**config.mk**
```make
export PLATFORM = sky130hd
export DESIGN_NAME = small_key_value_table
export DESIGN_NICKNAME = d
export VERILOG_FILES = /design/src/rtl/skvt_pkg.sv /design/src/rtl/small_key_value_table.sv /design/src/rtl/skvt_ram.sv
export VERILOG_INCLUDE_DIRS = /design/src /design/src/rtl
export SDC_FILE = /design/constraint.sdc
export NUM_CORES = 1
export LEC_CHECK = 0
export BUFFER_PORTS_ARGS = -buffer_cell sky130_fd_sc_hd__buf_2
export CORE_UTILIZATION = 60
export DETAILED_ROUTE_END_ITERATION = 10
export PLACE_DENSITY = 0.89
export SLEW_MARGIN = 5
export SYNTH_ARGS = -nofsm -noshare
export SYNTH_HDL_FRONTEND = slang
export SYNTH_SLANG_ARGS = --single-unit
```
**constraint.sdc**
```tcl
create_clock -name clk -period 11.6 [get_ports clk]
set_input_delay 1.74 -clock clk [delete_from_list [all_inputs] [get_ports clk]]
set_output_delay 1.74 -clock clk [all_outputs]
set_load 0.05 [all_outputs]
```
**src/rtl/assert_macros.svh**
```systemverilog
`ifndef ASSERT_MACROS_SVH
`define ASSERT_MACROS_SVH

// same-cycle implication, sampled on clk, off during rst
`define SKVT_ASSERT_IMPLIES(label, ante, cons, msg) \
  label: assert property (@(posedge clk) disable iff (rst) (ante) |-> (cons)) \
    else $error(msg);

// next-cycle implication, sampled on clk, off during rst
`define SKVT_ASSERT_NEXT(label, ante, cons, msg) \
  label: assert property (@(posedge clk) disable iff (rst) (ante) |=> (cons)) \
    else $error(msg);

`endif

```
**src/rtl/skvt_pkg.sv**
```systemverilog
package skvt_pkg;

  localparam int DEPTH       = 16;
  localparam int KEY_WIDTH   = 32;
  localparam int VALUE_WIDTH = 32;
  localparam int ENTRY_WIDTH = KEY_WIDTH + VALUE_WIDTH;
  localparam int IDX_W       = (DEPTH > 1) ? $clog2(DEPTH) : 1;
  localparam int CNT_W       = $clog2(DEPTH + 1);

  typedef enum logic [1:0] {
    REQ_INSERT = 2'd0,
    REQ_LOOKUP = 2'd1,
    REQ_ERASE  = 2'd2
  } req_type_t;

  typedef enum logic [1:0] {
    ST_DONE        = 2'd0,
    ST_KEY_PRESENT = 2'd1,
    ST_FULL        = 2'd2,
    ST_NOT_FOUND   = 2'd3
  } status_t;

  typedef enum logic [2:0] {
    S_IDLE,
    S_READ,
    S_CHECK,
    S_APPEND,
    S_RESULT
  } state_t;

  typedef struct packed {
    logic [1:0]  req_type;
    logic [31:0] req_key;
    logic [31:0] req_value;
  } req_t;

  typedef struct packed {
    logic [1:0]  status;
    logic [31:0] value_out;
    logic [4:0]  entry_count;
  } rsp_t;

endpackage

```
**src/rtl/small_key_value_table.sv**
```systemverilog
// channel | dir | handshake         | word
// req     | in  | req_valid/stall   | req_type, req_key, req_value
// rsp     | out | rsp_valid/stall   | status, value_out, entry_count
//
// One request at a time. A scan visits each stored entry in turn: it reads the
// entry from the RAM, then compares it against the request.
// Erase compacts in place during the scan: the write pointer trails the read.
// rst clears the entry count and control; the pair RAM is never cleared.
// A result waiting on rsp_stall does not block the next request.
`include "assert_macros.svh"

module small_key_value_table (
  input  logic           clk,
  input  logic           rst,
  input  logic           req_valid,
  output logic           req_stall,
  input  skvt_pkg::req_t req,
  output logic           rsp_valid,
  input  logic           rsp_stall,
  output skvt_pkg::rsp_t rsp
);

  import skvt_pkg::*;

  state_t                 state, state_next;
  req_t                   cur, cur_next;
  logic [IDX_W-1:0]       idx, idx_next;
  logic [CNT_W-1:0]       wcnt, wcnt_next;
  logic [CNT_W-1:0]       fill, fill_next;
  status_t                status, status_next;
  logic [31:0]            found, found_next;
  logic                   rsp_valid_next;
  rsp_t                   rsp_next;

  logic                   mem_we;
  logic [IDX_W-1:0]       mem_waddr;
  logic [ENTRY_WIDTH-1:0] mem_wdata;
  logic [ENTRY_WIDTH-1:0] mem_rdata;

  logic [KEY_WIDTH-1:0]   rd_key;
  logic [VALUE_WIDTH-1:0] rd_val;
  logic                   last;
  logic                   keep;
  logic [CNT_W-1:0]       keep_cnt;

  skvt_ram #(
    .WIDTH (ENTRY_WIDTH),
    .DEPTH (DEPTH)
  ) u_ram (
    .clk   (clk),
    .we    (mem_we),
    .waddr (mem_waddr),
    .wdata (mem_wdata),
    .raddr (idx),
    .rdata (mem_rdata)
  );

  assign rd_key    = mem_rdata[ENTRY_WIDTH-1:VALUE_WIDTH];
  assign rd_val    = mem_rdata[VALUE_WIDTH-1:0];
  assign last      = (CNT_W'(idx) == (fill - CNT_W'(1)));
  assign keep      = (rd_val != cur.req_value[VALUE_WIDTH-1:0]);
  assign keep_cnt  = wcnt + CNT_W'(keep);
  assign req_stall = (state != S_IDLE);

  always_ff @(posedge clk) begin
    if (rst) begin
      state     <= S_IDLE;
      fill      <= '0;
      rsp_valid <= 1'b0;
    end else begin
      state     <= state_next;
      fill      <= fill_next;
      rsp_valid <= rsp_valid_next;
    end
    cur      <= cur_next;
    idx      <= idx_next;
    wcnt     <= wcnt_next;
    status   <= status_next;
    found    <= found_next;
    rsp      <= rsp_next;
  end

  always_comb begin
    state_next     = state;
    cur_next       = cur;
    idx_next       = idx;
    wcnt_next      = wcnt;
    fill_next      = fill;
    status_next    = status;
    found_next     = found;
    rsp_next       = rsp;
    rsp_valid_next = rsp_valid && rsp_stall;
    mem_we         = 1'b0;
    mem_waddr      = '0;
    mem_wdata      = '0;

    unique case (state)
      S_IDLE: begin
        if (req_valid) begin
          cur_next    = req;
          idx_next    = '0;
          wcnt_next   = '0;
          found_next  = '0;
          status_next = ST_NOT_FOUND;
          unique case (req.req_type) inside
            REQ_INSERT: state_next = (fill == '0) ? S_APPEND : S_READ;
            REQ_LOOKUP,
            REQ_ERASE:  state_next = (fill == '0) ? S_RESULT : S_READ;
            default:    state_next = S_RESULT;
          endcase
        end
      end
      S_READ: begin
        state_next = S_CHECK;
      end
      S_CHECK: begin
        unique case (cur.req_type)
          REQ_INSERT: begin
            if (rd_key == cur.req_key[KEY_WIDTH-1:0]) begin
              status_next = ST_KEY_PRESENT;
              state_next  = S_RESULT;
            end else if (last) begin
              state_next = S_APPEND;
            end else begin
              idx_next   = idx + IDX_W'(1);
              state_next = S_READ;
            end
          end
          REQ_LOOKUP: begin
            if (rd_key == cur.req_key[KEY_WIDTH-1:0]) begin
              found_next  = 32'(rd_val);
              status_next = ST_DONE;
              state_next  = S_RESULT;
            end else if (last) begin
              state_next = S_RESULT;
            end else begin
              idx_next   = idx + IDX_W'(1);
              state_next = S_READ;
            end
          end
          REQ_ERASE: begin
            if (keep && (wcnt != CNT_W'(idx))) begin
              mem_we    = 1'b1;
              mem_waddr = wcnt[IDX_W-1:0];
              mem_wdata = mem_rdata;
            end
            wcnt_next = keep_cnt;
            if (last) begin
              fill_next   = keep_cnt;
              status_next = (keep_cnt != fill) ? ST_DONE : ST_NOT_FOUND;
              state_next  = S_RESULT;
            end else begin
              idx_next   = idx + IDX_W'(1);
              state_next = S_READ;
            end
          end
          default: state_next = S_RESULT;
        endcase
      end
      S_APPEND: begin
        if (fill >= CNT_W'(DEPTH)) begin
          status_next = ST_FULL;
        end else begin
          mem_we      = 1'b1;
          mem_waddr   = fill[IDX_W-1:0];
          mem_wdata   = {cur.req_key[KEY_WIDTH-1:0], cur.req_value[VALUE_WIDTH-1:0]};
          fill_next   = fill + CNT_W'(1);
          status_next = ST_DONE;
        end
        state_next = S_RESULT;
      end
      S_RESULT: begin
        if (!rsp_valid || !rsp_stall) begin
          rsp_valid_next       = 1'b1;
          rsp_next.status      = status;
          rsp_next.value_out   = found;
          rsp_next.entry_count = 5'(fill);
          state_next           = S_IDLE;
        end
      end
      default: state_next = S_IDLE;
    endcase
  end

  `SKVT_ASSERT_NEXT(a_busy_after_accept, req_valid && !req_stall, req_stall,
    "request accepted but block not busy next cycle")
  `SKVT_ASSERT_IMPLIES(a_compact_trails_scan, (state == S_CHECK) && mem_we,
    wcnt < CNT_W'(idx), "compaction write not behind scan pointer")
  `SKVT_ASSERT_IMPLIES(a_append_has_room, (state == S_APPEND) && mem_we,
    fill < CNT_W'(DEPTH), "append into full table")

endmodule

```
**src/rtl/skvt_ram.sv**
```systemverilog
module skvt_ram #(
  parameter int WIDTH = 8,
  parameter int DEPTH = 16
) (
  input  logic                                     clk,
  input  logic                                     we,
  input  logic [((DEPTH > 1) ? $clog2(DEPTH) : 1)-1:0] waddr,
  input  logic [WIDTH-1:0]                         wdata,
  input  logic [((DEPTH > 1) ? $clog2(DEPTH) : 1)-1:0] raddr,
  output logic [WIDTH-1:0]                         rdata
);

  logic [WIDTH-1:0] mem [DEPTH];

  always_ff @(posedge clk) begin
    if (we) begin
      mem[waddr] <= wdata;
    end
    rdata <= mem[raddr];
  end

endmodule
```
### Word level (Yosys, flattened, before mapping)

Memories as Yosys holds them, arrays and structs flattened. A register that Yosys moved wholly into a read port is not among the register bits.
Index checks and enable logic that the tools add are counted.

* bits in writable memories: 1024
* memories kept: 1
* register bits: 157
* output and inout port bits: 41

* reductions and logical operators: 23
* multiplexer cells: 51
* $lt $le $gt $ge: 1
* equal/unequal tests: 26
* add/subtract/negate cells: 4

Memory list
* u_ram.mem: words 16, width 64, rd ports 1, clocked after memory_dff 1, wr ports 1, line skvt_ram.sv:13 `logic [WIDTH-1:0] mem [DEPTH];`

Operators by type and width (count)
* $mux W64: 3
* $pmux W64 S2: 1
* $mux W32: 3
* $pmux W32 S2: 1
* $eq A32 B32 Y1: 1
* $ne A32 B32 Y1: 1
* $mux W5: 5
* $mux W4: 6
* $pmux W4 S2: 3
* $pmux W5 S2: 2
* $mux W3: 6
* $mux W2: 8
* $ne A3 B3 Y1 const B: 5
* $pmux W3 S5: 1
* $ne A2 B2 Y1 const B: 6
* $pmux W2 S3: 2
* $reduce_and A4 Y1: 3
* $pmux W3 S3: 1
* $mux W1: 7
* $eq A3 B2 Y1 const B: 2
* $pmux W3 S2: 1
* $reduce_and A2 Y1: 3
* $reduce_and A6 Y1: 1
* $reduce_bool A3 Y1: 2
* other kinds (24): 31

### Logic depth before layout (Yosys ltp)

Gate-level depths: netlist of run 1.

* depth after elaboration: 7
* depth in mapped cells: 11
* gate-level depth less buffers: 11

### Hierarchy

Synthesis of run 1 repeated with hierarchy kept, for this count alone.

* cell total of the unflattened synthesis: 2165
* area, all modules: 46871.2 µm²

Modules (own cells, without submodules)
* skvt_ram: area an instance 39583.0 µm², times used 1, cells an instance 1647
* small_key_value_table: area an instance 7288.2 µm², times used 1, cells an instance 518

### Least setup slack after synthesis of run 1

Ideal clock, no wire load.

* kind: flip-flop to flip-flop
* start point: register cur[64] (netlist bit)
* end point: memory u_ram.mem[3][0] (netlist bit) (enable)
* stages on the path, launching flop included: 8
* path slack: 4.733 ns
* buffers on the path: 1
* clock period less this slack: 6.867 ns
* required time: 11.022 ns
* library setup time: 0.578 ns
* arrival time: 6.289 ns
* cell sequence: edfxtp_1 -> inv_1 -> ha_1 -> nand2_2 -> a211oi_4 -> buf_6 -> a31oi_1 -> nor3b_1

* word-level cells in the longest chain between the ends: 5
* elaborated cells between the ends (all ways): 7
* those cells by class: eq/ne: 1; mux: 6

RTL lines
* start, declared: line small_key_value_table.sv:26 `req_t cur, cur_next;`
* start signal, assigned: line small_key_value_table.sv:75 `cur <= cur_next;`
* $eq A2 B2 Y1 (*): line small_key_value_table.sv:117 `unique case (cur.req_type)`
* $mux W1: line small_key_value_table.sv:117
* $pmux W1 S2: line small_key_value_table.sv:97 `unique case (state)`
* $mux W1: line skvt_ram.sv:16 `if (we) begin`
* $mux W1 (implied by the code): line skvt_ram.sv:17 `mem[waddr] <= wdata;`
* end, declared: line skvt_ram.sv:13

Mark *: on every way between the ends. The rest lies on a longest branch, timed or not.

### Worst setup path after layout of run 1

* start point: register state[2]
* end point: memory u_ram.mem[3][56] (netlist bit) (enable)

* word-level cells in the longest chain between the ends: 4
* elaborated cells between the ends (all ways): 6
* those cells by class: eq/ne: 2; mux: 4

RTL lines
* start, declared: line small_key_value_table.sv:25 `state_t state, state_next;`
* start signal, assigned: line small_key_value_table.sv:71 `state <= state_next;`
* $eq A3 B2 Y1: line small_key_value_table.sv:97
* $pmux W1 S2: line small_key_value_table.sv:97
* $mux W1: line skvt_ram.sv:16
* $mux W1 (implied by the code): line skvt_ram.sv:17

Parallel ways exist; a longest one is shown, timed or not.

==> qor.csv, run 1 <==
metric,value,unit
synthesized area,47000,um2
clock buffer depth,3,
routed length per instance,35.9,um
Max Cap Viol,0,
power density over the cells,182,nW/um2
Worst setup EP type,register,
ranking of synthesized cells by area,"edfxtp_1 (75%), mux4_2 (15%), dfxtp_1 (3.1%)",
vias in the first global route,23800,
drt first pass iters,6,
Placer Congestion,0.862,
multi-input combinational cell area,9990,um2
RSZ-0062 raised after global routing,no,
GRT Util Overall,0.310,
"Setup Fix Bufs, Post-CTS",0,
DR vias,23700,
CTS tree,done,
H-Tree Depth,3,
WS Path Type,register to register,
reg2reg path depth,8,
max frequency,184,MHz
grt ovf,0,
slew margin rel.,0.0615,
FF+latch area,36700,um2
Synth-to-Final Area Change,11.8,%
"Slew Viols, Final",0,
Worst path top cell family by delay,simple AND/OR/NAND/NOR gates,
crit-path cells,"nor2_4, and2_2, nand2_2, a211oi_4, buf_4, a31oi_1, nor3b_2, buf_4",
post-CTS sizing,0,
async set-reset flop share out of synthesis,0,
global-route wire length before repair,171000,um
Hold EP,rsp[36],
hold_sp,found[31],
placed insts,3131,
hold_buf cts,0,
CP startpoint kind,register,
top-area cell type share of the netlist area,0.748,
Initial Utilization,0.607,
hold depth,0,
Synth cell types,52,
setup TNS,0,ps
"Reg clk slew, reported paths",60,ps
# IOs,111,
worst-margin pin slew,1410,ps
# nets final,2288,
worst IR drop on VDD,0.118,mV
Vias/cell,7.09,
CP max-delay cell,nor3b_2,
port bufs,110,
final setup fails,0,
Die Y,282,um
Ant. Diodes,0,
core area,77500,um2
Worst EP required,11900,ps
crit path DAT,5730,ps
"area leader, netlist",edfxtp_1,
total wire length,120000,um
Cells after Synth,2046,
layout cell share with drive strength beyond 1,0.288,
Root Driver,clkbuf_16,
clk sinks,1245,
detailed placement HPWL,59700,um
CP dominant cell by count,buf_4,
Site Rows,102,
synth warn,0,
pin count of the biggest net entering global routing,166,
full die area,79500,um2
"Period Utilization, post-route",0.468,
"Cell Count, Final, Fillers Out",3339,
Post-DRT Antenna Nets,0,
Fillers,4265,
antenna violations before repair,3,
"Seq/Total Area, Yosys",0.780,
"Primary FF master, synth",edfxtp_1,
syn nets,2129,
CP Max Fanout,54,
worst r2r src,state[2],
Detailed Route Iter0 Violations,3649,
reg2reg setup slack,6170,ps
worst-skew pair later-pin latency,710,ps
max incr delay on CP,1140,ps
Fin Clk Skew,41.3,ps
status,"complete, no violations",
Post-synth EDFFs,1172,
CTS Buf Count,112,
DR DRC count,0,
fin crit period,5430,ps
Syn Area/Cell,23.0,um2
Static Leak,15.6,nW
final-report hold violation count,0,
Die Span X,282,um
Seq cells post-synth,1245,
Min-Delay Path Class,register to register,
Worst R2R End,u_ram.mem[3][56],
Bufs and invs on worst path,2,
## synthesized netlist by cell type (10+ instances only)
| master | instances |
|---|---|
| edfxtp_1 | 1172 |
| mux4_2 | 320 |
| dfxtp_1 | 73 |
| a22o_1 | 64 |
| clkbuf_1 | 48 |
| xnor2_1 | 43 |
| xor2_1 | 41 |
| buf_2 | 38 |
| and3_1 | 35 |
| nor2_1 | 33 |
| nand2_1 | 23 |
| a21oi_1 | 16 |
| buf_1 | 15 |
| inv_1 | 15 |
| ha_1 | 13 |
| nand4_1 | 13 |
| nand3_1 | 10 |
| nor3_1 | 10 |
## how the worst max path moves through the flow
stage                   from                to  slack [ps]  depth (start not counted)
floorplan            cur[64]   u_ram.mem[3][0]        4730                          7
global placement    state[2]  u_ram.mem[1][28]        6640                          9
detailed placement  state[2]   u_ram.mem[1][6]        6470                          9
CTS                 state[2]  u_ram.mem[1][59]        6300                          9
global route        state[2]  u_ram.mem[1][38]        6090                          9
finish              state[2]  u_ram.mem[3][56]        6170                          8
## per-layer routing
layer,track usage,up-vias,routed length [um]
li1,-,8938,-
met1,0.393,12100,39200
met2,0.517,2144,60900
met3,0.0560,456,12700
met4,0.161,6,7030
met5,0,-,38
## registers in the layout, indices dropped and copies added, names as in the netlist
register,count
u_ram.mem,1024
fill,5
found,32
u_ram.rdata,64
cur,66
rsp_valid,1
rsp,39
status,2
idx,4
wcnt,5
state,3
## report_power, final
part           leakage [nW]  internal [W]  switching (W)  total (W)
clock                  1.79       0.00212        0.00165    0.00377
sequential             10.3       0.00498      0.0000918    0.00507
combinational          3.47      0.000301       0.000414   0.000715
## cell usage in the layout (no fill, tap or decap), types with 3 or more instances in the layout
cell / Yosys / layout
a31oi_1: 8 / 8
clkinv_8: 0 / 4
ha_1: 13 / 13
clkinvlp_4: 0 / 3
edfxtp_1: 1172 / 1172
mux4_2: 320 / 320
a211oi_1: 3 / 3
clkinv_2: 0 / 19
xor2_1: 41 / 41
buf_4: 1 / 36
bufinv_16: 0 / 13
nor2b_4: 0 / 3
clkbuf_16: 0 / 112
a21oi_1: 16 / 15
nor2_4: 1 / 11
xnor2_1: 43 / 43
clkbuf_8: 0 / 7
nor2_1: 33 / 23
nand3_1: 10 / 10
o21ai_0: 4 / 4
buf_2: 38 / 110
inv_1: 15 / 14
nand4_1: 13 / 13
or2_2: 3 / 3
nand2_1: 23 / 23
nor4_1: 8 / 8
a22o_1: 64 / 64
clkinv_1: 0 / 17
clkbuf_1: 48 / 32
nor3b_2: 0 / 3
and3_1: 35 / 35
nor3_1: 10 / 10
dfxtp_1: 73 / 73
## cell families after synthesis
family / count (synthesis) / share of synthesized area
simple gates: 154 / 0.0177
buf+inv: 118 / 0.0107
xor+xnor: 84 / 0.0156
compound gates: 111 / 0.0195
flops: 1245 / 0.780
mux: 321 / 0.153
fa+ha+maj: 13 / 0.00346
## final cells by class
type                    instances  share of cell area
multi-input cells             683               0.190
inverters                      15             0.00110
clock inverters                57              0.0128
repair buffers                148              0.0164
well taps                    1040              0.0248
clock buffers                 151              0.0574
flip-flops and latches       1245               0.697
## stage by stage
stage          instance area, um2   util  setup slack [ps]  hold slack (ps)  power [W]
2_1_floorplan               47000      -              4730              400    0.00563
3_3_place_gp                48900  0.631              6640              402    0.00582
3_5_place_dp                48900  0.631              6470              405    0.00585
4_1_cts                     52600  0.678              6300              421    0.00958
5_1_grt                     52600  0.678              6090              430    0.00977
6_report                    52600  0.678              6170              420    0.00955
Note: power is estimated with default switching activity, not from simulation.
==> run 2: changes to the inputs <==
Clock period 11.6 ns to 5.5 ns, I/O delays scaled along.
==> run 2 against run 1 <==
Compared with the run above:
- first-iteration DRC count down 3.3%
- die area unchanged
- critical path depth unchanged
- cell area up 0.65%
- critical path type unchanged
- highest routed layer unchanged
- largest power group unchanged
==> qor.csv, run 2 (same netlist as run 1, synthesis figures left out) <==
metric,value,unit
status,"complete, no violations",
most frequent cells in the layout,"edfxtp_1 (1172), mux4_2 (320), clkbuf_16 (115), buf_2 (110), dfxtp_1 (73)",
CP startpoint kind,register,
hold depth,1,
"Setup Fix Bufs, Post-CTS",0,
pre-CTS setup slack,1560,ps
# IOs,111,
GR met1 Demand/Resource,0.393,
setup ws final,1300,ps
detailed placement HPWL,59500,um
final setup fails,0,
antenna violations before repair,3,
core area,77500,um2
Fillers,4295,
fin crit period,4200,ps
max frequency,238,MHz
met3 usage,0.0577,
Synth-to-Final Area Change,12.5,%
GRT Util Overall,0.310,
CP Depth,8,
full die area,79500,um2
hold_buf cts,0,
Bufs and invs on worst path,2,
power density over the cells,383,nW/um2
DR DRC count,0,
max reg flops,1024,
post-CTS sizing,0,
Initial Utilization,0.607,
RSZ-0062 raised after global routing,no,
reg2reg path depth,8,
"Reg clk slew, reported paths",60,ps
worst IR drop on VDD,0.278,mV
CP Max Fanout,43,
"Period Utilization, post-route",0.763,
Worst EP required,5900,ps
max incr delay on CP,930,ps
biggest regs,"u_ram.mem (1024), cur (66), u_ram.rdata (64)",
Vias/cell,7.05,
Post-DRT Antenna Nets,0,
Placer Congestion,0.871,
WS Path Type,register to register,
global-route wire length before repair,172000,um
slew margin rel.,0.209,
grt ovf,0,
M2 GR Usage,0.516,
Max Cap Viol,0,
setup TNS,0,ps
clock buffer depth,3,
Die Y,282,um
Min-Delay Path Class,primary input to register,
final design utilization,0.683,
final-report hold violation count,0,
GR peak layer,met2,
port bufs,110,
Die Span X,282,um
# nets final,2291,
Worst path top cell family by delay,simple AND/OR/NAND/NOR gates,
drt first pass iters,6,
worst-margin pin slew,1180,ps
worst r2r src,cur[0],
clk sinks,1245,
CP max-delay cell,a31oi_1,
Fin Clk Skew,49.2,ps
CTS Buf Count,114,
Root Driver,clkbuf_16,
crit-path cells,"xnor2_1, nand4_1, nor4_2, a211oi_4, buf_4, a31oi_1, nor2_4, buf_12",
CTS tree,done,
vias in the first global route,24200,
"commonest non-fill, non-tap cell in the layout",edfxtp_1,
layout cell share with drive strength beyond 1,0.290,
H-Tree Depth,3,
Worst setup EP type,register,
Site Rows,102,
worst setup path start,cur[0],
Static Leak,15.7,nW
"Slew Viols, Final",0,
Detailed Route Iter0 Violations,3530,
pin count of the biggest net entering global routing,173,
worst-skew pair later-pin latency,710,ps
hold_sp,req[46],
DR vias,23600,
most flop-heavy register,u_ram.mem,
crit path DAT,4600,ps
routed length per instance,35.6,um
total wire length,119000,um
run 2: report_power, final:
| group | switching [W] | internal, W | total [W] |
|---|---|---|---|
| clock | 0.00352 | 0.00453 | 0.00805 |
| combinational | 0.000882 | 0.000640 | 0.00152 |
| sequential | 0.000183 | 0.0105 | 0.0107 |
run 2: cell type report:
cell class                 count  area (um2)  area share
inverter                      15        57.6     0.00109
timing repair buffer         149        1080      0.0204
sequential                  1245       36700       0.693
antenna                        1        2.50   0.0000473
clock buffer                 149        3080      0.0581
clock inverter                68         713      0.0135
multi-input combinational    683       10000       0.189
tap                         1040        1300      0.0246
run 2: final timing paths:
path                            slack (ps)               end
worst max-delay path                  1300  u_ram.mem[6][32]
worst min-delay path                   310           cur[46]
worst max register to register        1300  u_ram.mem[6][32]
worst min register to register         400            rsp[5]
run 2: through the flow:
stage               power, W  hold WS, ps  instance area (um2)  instances
detailed placement    0.0123          405                49100       3132
floorplan             0.0119          400                47000       2046
global placement      0.0123          403                49100       3132
global route          0.0207          297                52900       3349
finish                0.0203          307                52900       3350
CTS                   0.0203          282                52900       3349
run 2: per-layer routing:
layer | part of all wire | wire length (um) | vias up
li1 | - | - | 8958
met1 | 0.33 | 39700 | 12200
met2 | 0.50 | 60100 | 2076
met3 | 0.10 | 12400 | 424
met4 | 0.059 | 6990 | 6
met5 | 0.00039 | 47 | -
